### src/sv/hil_pkg.sv
`timescale 1ns / 1ps
// ----------------------------------------------------------------------------
// hil_pkg
// Shared types, codes and constants of the hex image loader.
// ----------------------------------------------------------------------------
package hil_pkg;

  localparam logic [31:0] WINDOW_BASE_RST  = 32'h0000_0800;
  localparam logic [31:0] WINDOW_LIMIT_RST = 32'h0000_0e00;
  localparam logic [3:0]  DIGITS_PER_WORD  = 4'd8;
  localparam logic [1:0]  ALIGN_MASK       = 2'b11;

  localparam int FIFO_DEPTH = 8;
  localparam int FIFO_AW    = $clog2(FIFO_DEPTH);

  localparam logic [7:0] CH_SPACE = 8'h20;
  localparam logic [7:0] CH_TAB   = 8'h09;
  localparam logic [7:0] CH_CR    = 8'h0d;
  localparam logic [7:0] CH_LF    = 8'h0a;

  localparam logic REG_WINDOW_BASE  = 1'b0;
  localparam logic REG_WINDOW_LIMIT = 1'b1;

  typedef enum logic [1:0] {
    FUNC_START = 2'd0,
    FUNC_CHAR  = 2'd1,
    FUNC_GO    = 2'd2
  } func_t;

  typedef enum logic [2:0] {
    K_RANGE_ERR  = 3'd0,
    K_STARTED    = 3'd1,
    K_WRITE      = 3'd2,
    K_DATA_ERR   = 3'd3,
    K_SUM_ERR    = 3'd4,
    K_LOAD_OK    = 3'd5,
    K_GO_OK      = 3'd6,
    K_GO_REFUSED = 3'd7
  } kind_t;

  typedef struct packed {
    func_t       func;
    logic [31:0] target_address;
    logic [31:0] word_count;
    logic [31:0] announced_sum;
    logic [7:0]  rx_char;
  } item_t;

  typedef struct packed {
    kind_t       kind;
    logic [31:0] write_address;
    logic [31:0] write_data;
    logic [31:0] running_sum;
    logic [31:0] loaded_words;
    logic        last;
  } result_t;

  // Up to two results leave the core for one item.
  typedef struct packed {
    logic [1:0] count;
    result_t    res0;
    result_t    res1;
  } push_t;

  // Hex digit decode, either case. Bit 4 flags a valid digit.
  function automatic logic [4:0] decode_hex(input logic [7:0] c);
    logic [4:0] d;
    d = 5'd0;
    if (c >= 8'h30 && c <= 8'h39) d = {1'b1, c[3:0]};
    else if ((c >= 8'h61 && c <= 8'h66) || (c >= 8'h41 && c <= 8'h46))
      d = {1'b1, c[3:0] + 4'd9};
    return d;
  endfunction

endpackage

### src/sv/hil_core.sv
`timescale 1ns / 1ps
// ----------------------------------------------------------------------------
// hil_core
// Loader state, window registers and per-word result generation.
// ----------------------------------------------------------------------------
module hil_core
  import hil_pkg::*;
(
  input  logic        clk,
  input  logic        rst_n,
  input  logic        cfg_we,
  input  logic        cfg_index,
  input  logic [31:0] cfg_wdata,
  input  logic        item_valid,
  input  item_t       item,
  output push_t       push
);

  logic [31:0] window_base_r, window_limit_r;
  logic        loading_r, loading_nxt;
  logic [3:0]  digit_count_r, digit_count_nxt;
  logic [31:0] word_accum_r, word_accum_nxt;
  logic [31:0] next_address_r, next_address_nxt;
  logic [31:0] words_left_r, words_left_nxt;
  logic [31:0] sum_accum_r, sum_accum_nxt;
  logic [31:0] sum_target_r, sum_target_nxt;
  logic [31:0] image_base_r, image_base_nxt;
  logic [31:0] image_length_r, image_length_nxt;
  logic        image_ok_r, image_ok_nxt;

  logic [31:0] span;
  logic        range_bad;
  logic [4:0]  dig;
  logic [31:0] acc_new;
  logic [3:0]  cnt_new;
  logic [31:0] sum_new;
  logic        is_space;
  result_t     blank;

  assign span = (window_limit_r - item.target_address) >> 2;
  assign range_bad = ((item.target_address[1:0] & ALIGN_MASK) != 2'b00)
                  || (item.target_address < window_base_r)
                  || (item.target_address >= window_limit_r)
                  || (item.word_count == 32'd0)
                  || (item.word_count > span);
  assign dig      = decode_hex(item.rx_char);
  assign acc_new  = {word_accum_r[27:0], dig[3:0]};
  assign cnt_new  = digit_count_r + 4'd1;
  assign sum_new  = sum_accum_r + acc_new;
  assign is_space = (item.rx_char == CH_SPACE) || (item.rx_char == CH_TAB)
                 || (item.rx_char == CH_CR) || (item.rx_char == CH_LF);

  always_comb begin
    blank = '{kind: K_RANGE_ERR, write_address: 32'd0, write_data: 32'd0,
              running_sum: 32'd0, loaded_words: 32'd0, last: 1'b1};
    loading_nxt      = loading_r;
    digit_count_nxt  = digit_count_r;
    word_accum_nxt   = word_accum_r;
    next_address_nxt = next_address_r;
    words_left_nxt   = words_left_r;
    sum_accum_nxt    = sum_accum_r;
    sum_target_nxt   = sum_target_r;
    image_base_nxt   = image_base_r;
    image_length_nxt = image_length_r;
    image_ok_nxt     = image_ok_r;
    push.count = 2'd0;
    push.res0  = blank;
    push.res1  = blank;
    if (item_valid) begin
      unique case (item.func)
        FUNC_START: begin
          image_ok_nxt = 1'b0;
          loading_nxt  = 1'b0;
          push.count   = 2'd1;
          if (!range_bad) begin
            loading_nxt      = 1'b1;
            digit_count_nxt  = 4'd0;
            word_accum_nxt   = 32'd0;
            next_address_nxt = item.target_address;
            words_left_nxt   = item.word_count;
            sum_accum_nxt    = 32'd0;
            sum_target_nxt   = item.announced_sum;
            image_base_nxt   = item.target_address;
            image_length_nxt = item.word_count;
            push.res0.kind   = K_STARTED;
          end
        end
        FUNC_CHAR: begin
          if (loading_r) begin
            if (dig[4]) begin
              if (cnt_new != DIGITS_PER_WORD) begin
                word_accum_nxt  = acc_new;
                digit_count_nxt = cnt_new;
              end else begin
                digit_count_nxt  = 4'd0;
                word_accum_nxt   = 32'd0;
                sum_accum_nxt    = sum_new;
                next_address_nxt = next_address_r + 32'd4;
                words_left_nxt   = words_left_r - 32'd1;
                push.res0.kind          = K_WRITE;
                push.res0.write_address = next_address_r;
                push.res0.write_data    = acc_new;
                if (words_left_r != 32'd1) begin
                  push.count = 2'd1;
                end else begin
                  // Final word: the write is followed by the sum verdict.
                  push.count          = 2'd2;
                  push.res0.last      = 1'b0;
                  loading_nxt         = 1'b0;
                  push.res1.running_sum = sum_new;
                  if (sum_new != sum_target_r) begin
                    push.res1.kind = K_SUM_ERR;
                  end else begin
                    image_ok_nxt           = 1'b1;
                    push.res1.kind         = K_LOAD_OK;
                    push.res1.loaded_words = image_length_r;
                  end
                end
              end
            end else if (!(is_space && digit_count_r == 4'd0)) begin
              loading_nxt     = 1'b0;
              digit_count_nxt = 4'd0;
              word_accum_nxt  = 32'd0;
              push.count      = 2'd1;
              push.res0.kind  = K_DATA_ERR;
            end
          end
        end
        FUNC_GO: begin
          push.count = 2'd1;
          if (image_ok_r && item.target_address == image_base_r
              && (item.target_address[1:0] & ALIGN_MASK) == 2'b00
              && image_length_r != 32'd0) begin
            push.res0.kind          = K_GO_OK;
            push.res0.write_address = item.target_address;
          end else begin
            push.res0.kind = K_GO_REFUSED;
          end
        end
        default: begin
        end
      endcase
    end
  end

  always_ff @(posedge clk) begin
    if (!rst_n) begin
      window_base_r  <= WINDOW_BASE_RST;
      window_limit_r <= WINDOW_LIMIT_RST;
      loading_r      <= 1'b0;
      digit_count_r  <= 4'd0;
      word_accum_r   <= 32'd0;
      next_address_r <= 32'd0;
      words_left_r   <= 32'd0;
      sum_accum_r    <= 32'd0;
      sum_target_r   <= 32'd0;
      image_base_r   <= 32'd0;
      image_length_r <= 32'd0;
      image_ok_r     <= 1'b0;
    end else begin
      if (cfg_we && cfg_index == REG_WINDOW_BASE)  window_base_r  <= cfg_wdata;
      if (cfg_we && cfg_index == REG_WINDOW_LIMIT) window_limit_r <= cfg_wdata;
      loading_r      <= loading_nxt;
      digit_count_r  <= digit_count_nxt;
      word_accum_r   <= word_accum_nxt;
      next_address_r <= next_address_nxt;
      words_left_r   <= words_left_nxt;
      sum_accum_r    <= sum_accum_nxt;
      sum_target_r   <= sum_target_nxt;
      image_base_r   <= image_base_nxt;
      image_length_r <= image_length_nxt;
      image_ok_r     <= image_ok_nxt;
    end
  end

endmodule

### src/sv/hil_fifo.sv
`timescale 1ns / 1ps
// ----------------------------------------------------------------------------
// hil_fifo
// Result queue that takes up to two results per cycle and gives one.
// ----------------------------------------------------------------------------
module hil_fifo
  import hil_pkg::*;
(
  input  logic             clk,
  input  logic             rst_n,
  input  push_t            push,
  input  logic             pop,
  output result_t          head,
  output logic             head_valid,
  output logic [FIFO_AW:0] count
);

  result_t             mem [FIFO_DEPTH];
  logic [FIFO_AW-1:0]  wptr_r, rptr_r;
  logic [FIFO_AW:0]    count_r, count_nxt;

  assign head       = mem[rptr_r];
  assign head_valid = (count_r != '0);
  assign count      = count_r;
  assign count_nxt  = count_r + {{(FIFO_AW-1){1'b0}}, push.count}
                    - {{FIFO_AW{1'b0}}, pop};

  always_ff @(posedge clk) begin
    if (push.count != 2'd0) mem[wptr_r] <= push.res0;
    if (push.count == 2'd2) mem[wptr_r + FIFO_AW'(1)] <= push.res1;
  end

  always_ff @(posedge clk) begin
    if (!rst_n) begin
      wptr_r  <= '0;
      rptr_r  <= '0;
      count_r <= '0;
    end else begin
      wptr_r  <= wptr_r + FIFO_AW'(push.count);
      rptr_r  <= rptr_r + FIFO_AW'(pop);
      count_r <= count_nxt;
    end
  end

endmodule

### src/sv/hex_image_loader.sv
`timescale 1ns / 1ps
// ----------------------------------------------------------------------------
// hex_image_loader
// Serial hex image loader with window check, checksum and go permission.
// ----------------------------------------------------------------------------
// Timing: a word is registered at acceptance, processed in the next cycle; its
//   results reach the output after earlier queued ones. Throughput: one input
//   word per cycle while in_tready is high; the queue drains one result per
//   cycle while out_tready is high; a final image word takes two output slots.
// Reset: synchronous, active low; loader state clears, the window returns to
//   0x800..0xE00 and the result queue empties.
// ----------------------------------------------------------------------------
module hex_image_loader
  import hil_pkg::*;
(
  input  logic         clk,
  input  logic         rst_n,
  // Configuration write port.
  input  logic         cfg_we,
  input  logic         cfg_index,
  input  logic [31:0]  cfg_wdata,
  // Input stream.
  input  logic         in_tvalid,
  output logic         in_tready,
  // tdata: target_address[31:0], word_count[63:32], announced_sum[95:64],
  //        rx_char[103:96]
  input  logic [103:0] in_tdata,
  // tuser: func[1:0]
  input  logic [1:0]   in_tuser,
  // Result stream.
  output logic         out_tvalid,
  input  logic         out_tready,
  // tdata: write_address[31:0], write_data[63:32], running_sum[95:64],
  //        loaded_words[127:96]
  output logic [127:0] out_tdata,
  // tuser: kind[2:0]
  output logic [2:0]   out_tuser,
  output logic         out_tlast
);

  // Input register: one word waits here for the core.
  logic             pend_r;
  item_t            item_r;
  push_t            push;
  result_t          head;
  logic             head_valid;
  logic [FIFO_AW:0] fifo_count;
  logic [FIFO_AW:0] reserved;

  // A pending word may produce two results, so it reserves two queue slots.
  // The check uses registered counts only, keeping ready off the data path.
  assign reserved  = fifo_count + {{(FIFO_AW-1){1'b0}}, pend_r, 1'b0};
  assign in_tready = (reserved <= (FIFO_AW+1)'(FIFO_DEPTH - 2));

  always_ff @(posedge clk) begin
    if (!rst_n) begin
      pend_r <= 1'b0;
    end else begin
      pend_r <= in_tvalid && in_tready;
    end
  end

  always_ff @(posedge clk) begin
    if (in_tvalid && in_tready) begin
      item_r.func           <= func_t'(in_tuser);
      item_r.target_address <= in_tdata[31:0];
      item_r.word_count     <= in_tdata[63:32];
      item_r.announced_sum  <= in_tdata[95:64];
      item_r.rx_char        <= in_tdata[103:96];
    end
  end

  hil_core u_core (
    .clk        (clk),
    .rst_n      (rst_n),
    .cfg_we     (cfg_we),
    .cfg_index  (cfg_index),
    .cfg_wdata  (cfg_wdata),
    .item_valid (pend_r),
    .item       (item_r),
    .push       (push)
  );

  hil_fifo u_fifo (
    .clk        (clk),
    .rst_n      (rst_n),
    .push       (push),
    .pop        (head_valid && out_tready),
    .head       (head),
    .head_valid (head_valid),
    .count      (fifo_count)
  );

  assign out_tvalid = head_valid;
  assign out_tdata  = {head.loaded_words, head.running_sum,
                       head.write_data, head.write_address};
  assign out_tuser  = head.kind;
  assign out_tlast  = head.last;

endmodule
### config.mk
export PLATFORM = sky130hd
export DESIGN_NAME = hex_image_loader
export DESIGN_NICKNAME = d
export VERILOG_FILES = /design/src/sv/hil_pkg.sv /design/src/sv/hil_core.sv /design/src/sv/hil_fifo.sv /design/src/sv/hex_image_loader.sv
export SDC_FILE = /design/constraint.sdc
export NUM_CORES = 2
export LEC_CHECK = 0
export ABC_AREA = 1
export BUFFER_PORTS_ARGS = -buffer_cell sky130_fd_sc_hd__buf_2
export CORE_MARGIN = 3
export CORE_UTILIZATION = 50
export CTS_CLUSTER_DIAMETER = 30
export DETAILED_ROUTE_END_ITERATION = 8
export PLACE_DENSITY_LB_ADDON = 0.12
export SLEW_MARGIN = 20
export SYNTH_ARGS = -nofsm -noshare
export SYNTH_HDL_FRONTEND = slang
export SYNTH_SLANG_ARGS = --single-unit
### constraint.sdc
create_clock -name clk -period 14.4 [get_ports clk]
set_clock_uncertainty 0.1 [all_clocks]
set_input_delay 0.72 -clock clk [delete_from_list [all_inputs] [get_ports clk]]
set_output_delay 0.72 -clock clk [all_outputs]
set_load 0.005 [all_outputs]
# Word-level counts from Yosys, hierarchy flattened
# Memory sizes are Yosys's and may differ from the RTL's. A register that Yosys moved wholly into a read port is not among the register bits.
# Cells that the tools add are included.
# word_totals
regBits,407
ramBits,1056
input_bits,144
out_inout_bits,134
wordCells,170
n_memories,1
# mem_list
memory,depth,width,read_ports,rd_clocked_by_memory_dff,wr,line,rtl
u_fifo.mem,8,132,1,1,2,hil_fifo.sv:18,result_t mem [FIFO_DEPTH];
# classes
addsub,12
order_cmp,10
eq_ne,18
muxes,73
bitwise,2
n_reduce_logical,33
# op_table
op,n
two-way mux 32 bit,15
two-way mux 64 bit,7
one-hot mux 32 bit (2 select lines),4
two-way mux 69 bit,3
two-way mux 28 bit,4
one-hot mux 28 bit (2 select lines),1
two-way mux 4 bit,12
"adder 32 x 3 -> 32 bit, second input constant",1
adder 32 bit,1
== test 32 bit,1
>= comparator 32 bit,1
> comparator 32 x 30 -> 1 bit,1
logical NOT 32 bit,1
< comparator 32 bit,1
"!= test 32 x 1 -> 1 bit, second input constant",1
!= test 32 bit,1
nonzero test 32 bit,1
"subtractor 32 x 1 -> 32 bit, second input constant",1
subtractor 32 bit,1
"== test 8 x 4 -> 1 bit, second input constant",3
two-way mux 1 bit,18
">= comparator 8 x 7 -> 1 bit, second input constant",2
"<= comparator 8 x 7 -> 1 bit, second input constant",2
two-way mux 5 bit,3
34 further kinds,62

# Longest topological paths before layout
# logic_depth
depth_word,14
mapped_depth,31
ltp_nobuf,30

# Modules after synthesis
# From an unflattened synthesis, not the netlist that was laid out.
# unflattened
hier_cells,12492
area_unflattened_um2,90421.7
# modules_own_cells
mod,n_inst,cells_per_inst,area_each_um2,seq_area_each_um2
hil_fifo,1,8551,64077.7,31910.6
hil_core,1,3819,23047.1,5805.6
hex_image_loader,1,122,3296.9,3203.1

# Worst setup path after synthesis
# Ideal clock, no wire load.
# synth_path
path_type,reg-to-reg
from,register pend_r
to,register item_r[0] (netlist name) (enable)
setup_ns,0.702
arrival_ns,8.158
required_ns,13.598
slack_ns,5.440
stages_incl_launch_ff,5
path_buffers,0
period_less_slack_ns,8.960
path_cell_list,dfxtp_1 ha_1 ha_1 and3_1 nor3_1
# synth_via
elab_chain_len,3
# synth_rtl
item,line,rtl
from (decl),hex_image_loader.sv:42,logic pend_r;
from (signal assigned),hex_image_loader.sv:59,pend_r <= in_tvalid && in_tready;
adder 4 x 2 -> 4 bit,hex_image_loader.sv:52,"assign reserved = fifo_count + {{(FIFO_AW-1){1'b0}}, pend_r, 1'b0};"
<= comparator 4 x 3 -> 1 bit,hex_image_loader.sv:53,assign in_tready = (reserved <= (FIFO_AW+1)'(FIFO_DEPTH - 2));
logical AND 1 bit,hex_image_loader.sv:64,if (in_tvalid && in_tready) begin
to (decl),hex_image_loader.sv:43,item_t item_r;
# No other way between the ends.
# A chain may end at the register's enable or synchronous reset.

==> results_dict.tcl <==
set metrics [dict create \
    htree_num_levels 5 \
    synth_fa_ha_area_share_pct 2.79 \
    cp-start-kind "flip-flop" \
    wl_per_cell_um 22.3 \
    postCtsResizedCells 0 \
    crit_path_max_fanout 100 \
    port_buffers 277 \
    syn-cell-area_mm2 0.0699 \
    crit_type "flip-flop to output port" \
    required_ps 13580 \
    worstPathArrival_ps 5430 \
    status "complete, no violations" \
    ios 278 \
    crit_top_cell "buf_4" \
    drive_gt1_share_pct 10.9 \
    clkLatencyLatePin_ps 910 \
    finalSetupTns_ps 0 \
    critPathMaxStageDelay_ps 960 \
    cts-root-buf "clkbuf_16" \
    powerDensity_mw_per_mm2 187 \
    wl_mm 248 \
    chipWidth_um 380 \
    synth-edff-count 634 \
    hold_violations 0 \
    synth_simple_gate_area_share_pct 21.9 \
    fmaxAchievable_mhz 160 \
    top_layer_used "met4" \
    vias_per_cell 5.78 \
    rows 136 \
    numCtsBuffers 333 \
    antenna_found_initial 10 \
    clockBufferDepth 4 \
    drv_cap 0 \
    min_path_type "input pin to flip-flop" \
    pwr-share-clk_pct 48.0 \
    wl_met3_mm 23.7 \
    gp_congestion 0.949 \
    min_period_ps 6250 \
    ys_async_sr_fraction_pct 0 \
    synth_compound_area_share_pct 16.0 \
    intPower_mw 11.0 \
    worst-path-buf-inv 4 \
    synth_top_area_cell "edfxtp_1" \
    finalMaxSlewViolations 0 \
    synth_nets 9032 \
    syn_area_per_cell_um2 8.01 \
    dieArea_mm2 0.144 \
    num_vias 64200 \
    synth_cell_types 57 \
    final_cells 11100 \
    switching_share_pct 30.4 \
    crit_slowest_cell "buf_4" \
    leakagePower_nw 34.6 \
    layout-area-overhead-vs-synth_pct 20.7 \
    cts_setup_buffers 0 \
    syn_inst 8734 \
    yosys-mux-area-fraction_pct 0.0304 \
    synth_area_leaders "edfxtp_1 (27%), dfxtp_1 (24%), nor2_1 (11%)" \
    synth.most_common_cell "nor2_1" \
    ys_seq_area_share_pct 51.0 \
    grt_remaining_overflow 0 \
    pwr-share-comb_pct 20.8 \
    synth-xor-area-share_pct 1.16 \
    grt_max_degree 186 \
    core_area_mm2 0.138 \
    power.switching_mw 4.81 \
    synthTopCellsByCount "nor2_1 (2041), o21ai_0 (1045), nand2_1 (1006)" \
    hpwl_mm 150 \
    rsz0062_at_grt "false" \
    first_iter_violations 7208 \
    grt_pass1_wl_mm 370 \
    cts_tree "yes" \
    ys_warn_count 0 \
    clk_pin_slew_ps 40 \
    path_delay_family "buffers and inverters" \
    seqPwrFrac_pct 31.2 \
    timing.slew.headroom_pct 17.9 \
    wl_met2_mm 110 \
    peakVddDrop_mv 0.140 \
    yosys_register_bits 1463 \
    grt_pass1_vias 60600 \
    setup_viol 0 \
    worst_pin_slew_ps 1230 \
    synth_top_area_share_pct 27.2 \
    start_util_pct 50.6 \
    critPathCaptureType "output port" \
    placed_cells 10400 \
    synth_top_family_by_area "simple AND/OR/NAND/NOR gates" \
    synth_top_flop_cell "dfxtp_1" \
    antenna_left 0 \
    wl_met1_mm 104 \
    fin_nets 9272 \
    die_y_um 380 \
    power_mw 15.8 \
    firstDrtPassIters 6 \
    finalCritPeriodShare_pct 43.4 \
    clock_sinks 1463 \
    grt_usage_pct 33.2 \
    remaining_drc_errors 0 \
    path_cells "buf_4 > buf_4 > buf_4 > o21ai_0 > o22ai_1 > nor2_1 > a31oi_1 > buf_2" \
]
-- path summary, 6_finish.rpt --
check                             end  slack, ps  cells after the start                      from
max                      out_tuser[2]       8150                      8          u_fifo.rptr_r[0]
min          u_core.window_base_r[25]         40                      3             cfg_wdata[25]
max reg2reg   u_core.sum_target_r[11]       8180                     25                item_r[74]
min reg2reg  u_core.next_address_r[1]        350                      2  u_core.next_address_r[1]
-- routing by layer --
layer	GRT usage [%]	vias to the layer above
met3	6.71	504
met4	14.1	0
met2	51.3	3183
met5	0	-
li1	-	30000
met1	45.3	30500
-- per-stage QoR --
| step | hold slack (ps) | setup WS (ps) | cell area, um^2 | utilization [%] |
|---|---|---|---|---|
| CTS | 2.14 | 8130 | 84400 | 61.0 |
| detailed placement | 340 | 8170 | 71900 | 52.1 |
| finish | 44.1 | 8150 | 84400 | 61.1 |
| global route | 25.2 | 7500 | 84400 | 61.1 |
| global placement | 334 | 8330 | 71900 | 52.1 |
| floorplan | 324 | 5440 | 69900 | - |
-- final cells by class --
class	count	area, um^2
multi-input combinational	6030	29400
tap	1863	2330
sequential	1463	35600
clock buffer	415	9240
timing repair buffer	463	3080
clock inverter	174	2070
fill	12100	53800
inverter	683	2600
antenna	4	10.0
-- state kept, by name (all words and copies together), names as in the netlist, 4 cells and up --
register,count
u_fifo.mem,1056
item_r,106
u_core.image_base_r,32
u_core.image_length_r,32
u_core.next_address_r,32
u_core.sum_accum_r,32
u_core.sum_target_r,32
u_core.window_base_r,32
u_core.window_limit_r,32
u_core.words_left_r,32
u_core.word_accum_r,28
u_core.digit_count_r,4
u_fifo.count,4
-- layout by cell type (no fill, tap or decap), types with 38 or more instances in the layout --
cell           netlist  layout
a21oi_1            535     535
nand4_1            135     135
nor2_1            2041    2039
clkinv_2             0      43
o22ai_1            179     179
buf_2              103     276
ha_1               151     149
nand3_1            359     358
a31oi_1            142     142
inv_1              649     643
clkbuf_1           376      39
buf_4               25      74
xnor2_1             38      38
clkbuf_16            0     348
o211ai_1            43      43
dlygate4sd3_1        0     110
edfxtp_1           634     634
bufinv_16            0      40
o21ai_0           1045    1045
dfxtp_1            829     825
nand2_1           1006     997
nor3_1              62      60
xor2_1              55      55
o21bai_1            41      41
-- cells by family (layout without fill, tap and decap cells) --
| group | Yosys count | in the layout |
|---|---|---|
| xor gates and xnor gates | 93 | 93 |
| other | 0 | 4 |
| adders and majority gates | 154 | 154 |
| muxes | 2 | 2 |
| and+or+nand+nor | 3708 | 3708 |
| AOI/OAI and AO/OA | 2073 | 2073 |
| buffers and inverters | 1241 | 1735 |
| DFF | 1463 | 1463 |
-- power groups by stage --
stage | clock network, mW | registers, mW | logic, mW
2_1_floorplan | 0 | 4.87 | 2.17
3_3_place_gp | 0 | 4.98 | 3.19
3_5_place_dp | 0 | 4.99 | 3.22
4_1_cts | 7.63 | 4.92 | 3.27
5_1_grt | 7.87 | 4.96 | 3.65
6_report | 7.58 | 4.93 | 3.29
-- tightest hold or removal path, cell delays in order --
cell and delay (ps):
buf_2 110, o21ai_0 80, a21oi_1 100
-- repair_timing --
| action | CTS | global route |
|---|---|---|
| hold buffers | 110 | 0 |
| endpoints found under the hold margin | 111 | 0 |
| setup endpoints to repair | 0 | 0 |
(Power assumes the default switching activity.)
